File: config.mk
export PLATFORM = sky130hd
export DESIGN_NAME = trrl_controller
export DESIGN_NICKNAME = d
export VERILOG_FILES = /design/src/rtl/core/assert_macros.svh /design/src/rtl/core/trrl_pkg.sv /design/src/rtl/core/trrl_controller.sv
export SDC_FILE = /design/constraint.sdc
export NUM_CORES = 1
export LEC_CHECK = 0
export BUFFER_PORTS_ARGS = -buffer_cell sky130_fd_sc_hd__clkbuf_2
export CORE_AREA = 2 2 39 41
export CTS_BUF_LIST = sky130_fd_sc_hd__clkbuf_16
export CTS_CLUSTER_DIAMETER = 200
export DETAILED_ROUTE_END_ITERATION = 8
export DIE_AREA = 0 0 41 43
export REMOVE_ABC_BUFFERS = 1
export SLEW_MARGIN = 20
export SYNTH_ARGS = -nofsm -noshare
export SYNTH_HDL_FRONTEND = slang
export SYNTH_SLANG_ARGS = --single-unit
File: constraint.sdc
create_clock -name clk -period 1.3 [get_ports clk]
set_clock_uncertainty 0.1 [all_clocks]
set_input_delay 0.26 -clock clk [delete_from_list [all_inputs] [get_ports clk]]
set_output_delay 0.26 -clock clk [all_outputs]
set_load 0.01 [all_outputs]
File: src/rtl/core/assert_macros.svh
// Assertion helpers for the RTL files that carry checks.
`ifndef ASSERT_MACROS_SVH
`define ASSERT_MACROS_SVH

// A property that must hold at every rising edge outside reset.
`define TRRL_ASSERT(label, clk_s, rstn_s, prop, msg) \
	label: assert property (@(posedge clk_s) disable iff (!rstn_s) (prop)) else $error(msg);

// A condition that must never be true at a rising edge outside reset.
`define TRRL_ASSERT_NEVER(label, clk_s, rstn_s, cond, msg) \
	`TRRL_ASSERT(label, clk_s, rstn_s, !(cond), msg)

`endif

File: src/rtl/core/trrl_pkg.sv
`default_nettype none

package trrl_pkg;

	localparam int TABLE_DEPTH  = 256;
	localparam int MAX_REPLICAS = 8;

	localparam int IDX_W     = $clog2(TABLE_DEPTH);
	localparam int CNT_W     = $clog2(TABLE_DEPTH + 1);
	localparam int REP_CNT_W = $clog2(MAX_REPLICAS + 1);

	localparam int ACTION_W        = 2;
	localparam int ENTRY_INDEX_W   = 8;
	localparam int TOKEN_W         = 64;
	localparam int ENDPOINT_W      = 32;
	localparam int HASH_W          = 64;
	localparam int RANK_W          = 3;
	localparam int REPLICA_COUNT_W = 4;
	localparam int TOKEN_COUNT_W   = 9;
	localparam int CFG_DATA_W      = 9;
	localparam int CFG_INDEX_W     = 1;

	typedef logic [ACTION_W-1:0] action_t;
	localparam action_t ACT_LOAD  = 2'd0;
	localparam action_t ACT_WRITE = 2'd1;
	localparam action_t ACT_READ  = 2'd2;

	typedef logic [CFG_INDEX_W-1:0] cfg_index_t;
	localparam cfg_index_t CFG_REPLICA_COUNT = 1'd0;
	localparam cfg_index_t CFG_TOKEN_COUNT   = 1'd1;

	typedef struct packed {
		logic load;
		logic start;
		logic probe;
		logic narrow;
		logic fetch;
		logic advance;
	} trrl_cmd_t;

	typedef struct packed {
		logic searching;
		logic last;
	} trrl_sts_t;

endpackage

`default_nettype wire

File: src/rtl/core/trrl_controller.sv
`default_nettype none

module trrl_controller
	import trrl_pkg::*;
(
	input  wire logic      clk,
	input  wire logic      arst_n,
	input  wire logic      in_valid,
	input  wire action_t   in_action,
	input  wire logic      out_ready,
	input  wire trrl_sts_t sts,
	output trrl_cmd_t      cmd,
	output logic           in_ready,
	output logic           out_valid
);

	typedef enum logic [2:0] {
		S_IDLE,
		S_PROBE,
		S_NARROW,
		S_FETCH,
		S_SEND
	} state_t;

	state_t state_q;
	logic   ready_q;
	logic   out_valid_q;
	logic   in_fire;
	logic   is_lookup;

	assign in_fire   = (state_q == S_IDLE) && ready_q && in_valid;
	assign is_lookup = (in_action == ACT_WRITE) || (in_action == ACT_READ);

	always_comb begin
		cmd.load    = in_fire && (in_action == ACT_LOAD);
		cmd.start   = in_fire && is_lookup;
		cmd.probe   = state_q == S_PROBE;
		cmd.narrow  = state_q == S_NARROW;
		cmd.fetch   = state_q == S_FETCH;
		cmd.advance = (state_q == S_SEND) && out_ready;
	end

	always_ff @(posedge clk or negedge arst_n) begin
		if (!arst_n) begin
			state_q     <= S_IDLE;
			ready_q     <= 1'b1;
			out_valid_q <= 1'b0;
		end else begin
			case (state_q)
				S_IDLE: begin
					if (in_fire && is_lookup) begin
						ready_q <= 1'b0;
						state_q <= S_PROBE;
					end
				end
				S_PROBE: begin
					state_q <= sts.searching ? S_NARROW : S_FETCH;
				end
				S_NARROW: begin
					state_q <= S_PROBE;
				end
				S_FETCH: begin
					out_valid_q <= 1'b1;
					state_q     <= S_SEND;
				end
				S_SEND: begin
					if (out_ready) begin
						out_valid_q <= 1'b0;
						if (sts.last) begin
							ready_q <= 1'b1;
							state_q <= S_IDLE;
						end else begin
							state_q <= S_FETCH;
						end
					end
				end
				default: begin
					state_q     <= S_IDLE;
					ready_q     <= 1'b1;
					out_valid_q <= 1'b0;
				end
			endcase
		end
	end

	assign in_ready  = ready_q;
	assign out_valid = out_valid_q;

endmodule

`default_nettype wire

==> results of run 1 <==
==> cell type report <==
class | instances | area (um^2) | area share, %
Multi-Input combinational cell | 26 | 190 | 29.9
Sequential cell | 5 | 129 | 20.2
Tap cell | 16 | 20.0 | 3.14
Clock inverter | 1 | 3.75 | 0.589
Inverter | 5 | 18.8 | 2.95
Clock buffer | 3 | 75.1 | 11.8
Timing Repair Buffer | 28 | 200 | 31.4
==> cells in the mapped netlist <==
cell type / instances / area share, %
a2bb2oi_1: 1 / 2.6
nor4_1: 1 / 1.9
buf_6: 1 / 3.4
o21a_1: 1 / 2.3
inv_1: 5 / 5.7
dfstp_2: 1 / 7.9
nor3_1: 2 / 3.0
nor2_1: 5 / 5.7
buf_2: 2 / 3.0
ha_1: 1 / 3.8
nand4b_1: 1 / 2.6
o32a_2: 1 / 3.4
nand2b_1: 1 / 1.9
nand2_1: 2 / 2.3
or4b_1: 1 / 3.0
a31oi_1: 2 / 3.8
nand3_1: 1 / 1.5
dfrtp_1: 4 / 30
a31o_2: 2 / 5.3
a21oi_1: 3 / 4.5
or2b_1: 1 / 2.3
==> metrics by stage <==
step	power, uW	setup WS [ns]
after floorplan	661	-0.110
after global placement	1000	-0.0524
after detailed placement	1010	-0.0549
after CTS	1570	-0.232
after global routing	1840	-0.274
final	1730	-0.228
==> sequential cells by signal, summed over array words and instances (netlist names) <==
signal	flops
in_ready	1
out_valid	1
state_q	3
==> power by group <==
group	internal (uW)	switching (uW)
combinational	531	345
sequential	251	107
clock	398	98.0
==> worst min-delay path, stage by stage <==
cell and delay [ns]:
clkbuf_2 0.10, nand2_1 0.08, a31oi_1 0.08
==> timing repair <==
| item | CTS | global route |
|---|---|---|
| buffers inserted | 1 | 2 |
| hold endpoints to repair | 5 | 0 |
| endpoints found under the setup margin | 8 | 9 |
| hold buffers | 1 | 0 |
| pin swaps | 2 | 1 |
| resized for setup | 4 | 16 |
==> how the worst max path moves through the flow <==
stage,slack (ns),start,end
floorplan,-0.11,in_ready,cmd[5]
global placement,-0.05,in_ready,cmd[5]
detailed placement,-0.05,state_q[0],cmd[1]
CTS,-0.23,state_q[0],cmd[1]
global route,-0.27,state_q[2],cmd[1]
finish,-0.23,in_ready,cmd[5]
==> layer usage <==
layer / wire (um) / GRT usage (%)
met5: 0 / 0
met4: 0 / 2.00
met3: 54 / 7.85
met2: 495 / 17.5
met1: 383 / 14.3
==> logic make-up after synthesis <==
family	Yosys count
buf+inv	8
fa+ha+maj	1
flops	5
compound gates	10
simple gates	15
==> layout by cell type (no fill, tap or decap), types with 2 or more instances in the layout <==
cell / n
clkbuf_16: 3
clkbuf_2: 8
nor3_1: 2
buf_2: 6
a31oi_1: 2
a21oi_1: 2
dfrtp_1: 2
nor2_1: 3
nor2_2: 2
inv_1: 6
dfrtp_2: 2
buf_6: 6
buf_4: 7
nand2_1: 2
==> results.yml, run 1 <==
run_status:
  status: "finished with violations"
  violations: "negative setup slack"
timing:
  hold_viol_final: 0
  hold_ws_ns: 0.237
  fin_tns_setup_ns: -1.25
  worst_pin_slew_ns: 0.206
  rsz0062_at_grt: "true"
  max_freq_ghz: 0.654
  slew_violations: 0
  setup_viol: 8
  fin_crit_sh_pct: 118
  finalWorstSetupSlack_ns: -0.228
  relSlewSlack_pct: 86.1
  period_minus_slack_ns: 1.53
yosys:
  synth_xor_area_share_pct: 0
  synth_seq_area_share_pct: 38.1
  synthCells: 39
  syn_area_um2: 332
  yosysWarnings: 0
  synth_compound_area_share_pct: 21.9
  ys_ff_latch: 5
  ys_types: 21
  synthMuxAreaShare_pct: 0
  synth.avg_cell_area_um2: 8.50
  synth_fa_ha_area_share_pct: 3.77
  synth_top_family_by_area: "simple AND/OR/NAND/NOR gates"
  yosys.area_share.simple_pct: 24.2
global_routing:
  grt_max_degree: 9
  grt_pass1_wl_mm: 1.39
  overflow: 0
  grt_use_total_pct: 11.9
  grt_pass1_vias: 332
  antenna_found_initial: 0
final_layout:
  syn2layout_area_growth_pct: 92.1
  nets: 78
  drive_above_1_share_pct: 58.8
  final_util_pct: 46.0
  num-fill-cells: 140
  stdcell_count: 84
  diodes: 0
  design_area_um2: 637
run:
  maxCapViolations: 0
critical_path:
  arrival_ns: 1.17
  worstPathRequired_ns: 0.94
  cp_slowest_cell: "dfstp_2"
  criticalPathCategory: "reg -> out"
  timing.rr.start: "state_q[0]"
  rrSetupSlack_ns: -0.03
  critPathCaptureType: "output pin"
  cp_max_fo: 2
  path_buf_inv: 1
  cp-start-kind: "flop"
  reg2reg_depth: 5
  crit_cells: 3
  cp_top_family: "flip-flops"
  crit_path_cell_trace: "nand2b_4 -> nor4_1 -> buf_2"
  cpPeakStageDelay_ns: 0.55
  r2r_end: "state_q[2]"
placed_design:
  gp_congestion: 0.747
  dp.final_hpwl_um: 682
  port_buffers: 15
  dp_cells: 76
  dpl_cell_area_um2: 473
drt:
  num_vias: 384
  drtIter0Drc: 5
  antenna_left: 0
  drt_wl_total_um: 933
  drc: 0
  wire_per_inst_um: 11.1
  viasPerCell: 4.57
  drt_first_pass_iters: 4
cts:
  path_clk_slew_ns: 0.03
  clock-root-buffer: "clkbuf_16"
  cts.sink_count: 5
  clkLatencyLatePin_ns: 0.23
  clock_path_buffers: 2
  cts_tree: "yes"
  htreeDepth: 1
  cts_buffers: 3
floorplan:
  rows: 14
  initial_utilization_pct: 24.0
  die_area_mm2: 0.00176
  io_pins: 16
  core_mm2: 0.00138
  die_h_um: 43
  dieWidth_um: 41
hold_path:
  min_path_cells: 3
  whs_endpoint: "state_q[0]"
  min_from: "out_ready"
  min_path_type: "in -> reg"
power_and_ir_drop:
  power_density_mw_per_mm2: 2720
  p_leak_uw: 0.000322
  peakVddDrop_mv: 1.33
Note: power is estimated with default switching activity, not from simulation.
==> inputs of run 2 (changes only) <==
- BUFFER_PORTS_ARGS: -buffer_cell sky130_fd_sc_hd__clkbuf_2 -> default
- DONT_BUFFER_PORTS: default -> 1
- PLACE_DENSITY: default -> 0.45
==> results.yml, run 2 (synthesis results as in run 1) <==
critical_path:
  criticalPathCategory: "reg -> out"
  rrSetupSlack_ns: -0.05
  reg2reg_depth: 2
  worstPathRequired_ns: 0.94
  arrival_ns: 1.15
  critPathCaptureType: "output pin"
  cp_max_fo: 7
  timing.rr.start: "state_q[0]"
  cp-start-kind: "flop"
  r2r_end: "state_q[1]"
drt:
  drtIter0Drc: 0
  drt_first_pass_iters: 1
  antenna_left: 0
  num_vias: 343
  drc: 0
  drt_wl_total_um: 993
  viasPerCell: 4.90
  wire_per_inst_um: 14.2
timing:
  period_minus_slack_ns: 1.51
  hold_viol_final: 0
  finalWorstSetupSlack_ns: -0.210
  relSlewSlack_pct: 83.9
  slew_violations: 0
  worst_pin_slew_ns: 0.241
  setup_viol: 7
  fin_crit_sh_pct: 116
  max_freq_ghz: 0.662
  rsz0062_at_grt: "true"
floorplan:
  die_h_um: 43
  dieWidth_um: 41
  core_mm2: 0.00138
  initial_utilization_pct: 24.0
  die_area_mm2: 0.00176
  rows: 14
  io_pins: 16
power_and_ir_drop:
  power_uw: 1740
  p_leak_uw: 0.000265
  peakVddDrop_mv: 1.13
  power_density_mw_per_mm2: 2880
global_routing:
  grt_use_total_pct: 11.6
  grt_pass1_vias: 337
  grt_pass1_wl_mm: 1.35
  overflow: 0
  antenna_found_initial: 0
  grt_max_degree: 9
cts:
  cts_tree: "yes"
  path_clk_slew_ns: 0.03
  clkLatencyLatePin_ns: 0.23
  cts.sink_count: 5
  clock-root-buffer: "clkbuf_16"
  cts_buffers: 3
  clock_path_buffers: 2
  htreeDepth: 1
final_layout:
  mostFrequentLayoutCell: "buf_4"
  drive_above_1_share_pct: 64.8
  top_register: "state_q"
  layout_common_cells: "11 x buf_4, 6 x inv_1, 3 x nor2_4, 3 x clkbuf_16, 3 x dfrtp_2"
  syn2layout_area_growth_pct: 82.3
  largest_reg_flops: 3
  diodes: 0
  nets: 64
hold_path:
  whs_endpoint: "state_q[0]"
  min_from: "out_ready"
  min_path_type: "in -> reg"
  min_path_cells: 2
run_status:
  status: "finished with violations"
  violations: "negative setup slack"
run:
  maxCapViolations: 0
placed_design:
  port_buffers: 0
  dpl_worst_slack_ns: -0.0573
  gp_congestion: 0.698
  dp.final_hpwl_um: 643
[run 2: changes by cell type in the layout (fill, tap and decap cells not counted), sizes merged]
cell and change:
buf -6, clkbuf -8
[run 2: cell type report]
class	instances	area, um^2
clock buffers	3	75.1
clock inverters	1	3.75
fillers	140	779
inverters	5	18.8
multi-input cells	26	241
flip-flops and latches	5	130
well taps	16	20.0
repair buffers	14	115
[run 2: worst max path at each step]
stage | from | endpoint | slack (ns) | depth (start not counted)
floorplan | in_ready | cmd[5] | -0.11 | 2
detailed placement | state_q[2] | cmd[5] | -0.06 | 3
CTS | in_ready | cmd[5] | -0.19 | 3
global placement | state_q[2] | cmd[5] | -0.08 | 3
finish | state_q[1] | cmd[5] | -0.21 | 2
global route | state_q[1] | cmd[5] | -0.25 | 2
[run 2: metrics by stage]
step	setup TNS, ns	cell area, um^2	hold slack [ns]	instances	util (%)
6_report	-1.14	604	0.0922	70	43.7
5_1_grt	-1.41	604	0.0915	70	43.7
4_1_cts	-0.969	584	0.114	70	42.2
3_5_place_dp	-0.113	420	-0.135	64	30.4
3_3_place_gp	-0.117	420	-0.135	64	30.4
2_1_floorplan	-0.143	310	-0.136	36	-
[run 2: worst max-delay path, stage by stage (launching register included)]
cell     delay [ns]
dfrtp_2        0.47
nor4_4         0.30
buf_4          0.16
[run 2: repair_timing]
| item | in CTS | in global routing |
|---|---|---|
| resized for setup | 18 | 4 |
| hold buffers | 1 | 0 |
| setup endpoints to repair | 7 | 8 |
| pin swaps | 3 | 1 |
| setup buffers | 1 | 0 |
| endpoints found under the hold margin | 5 | 0 |
[run 2: power breakdown]
group	switching, uW	internal [uW]
registers	150	254
clock network	97.0	398
logic	372	470
total	619	1120
[run 2: layer usage]
metal	vias to the layer above	GRT usage (%)	share of wire, %
li1	170	-	-
met1	163	12.4	38
met2	10	18.8	53
met3	0	7.33	8.7
met4	0	2.00	0
met5	-	0	0
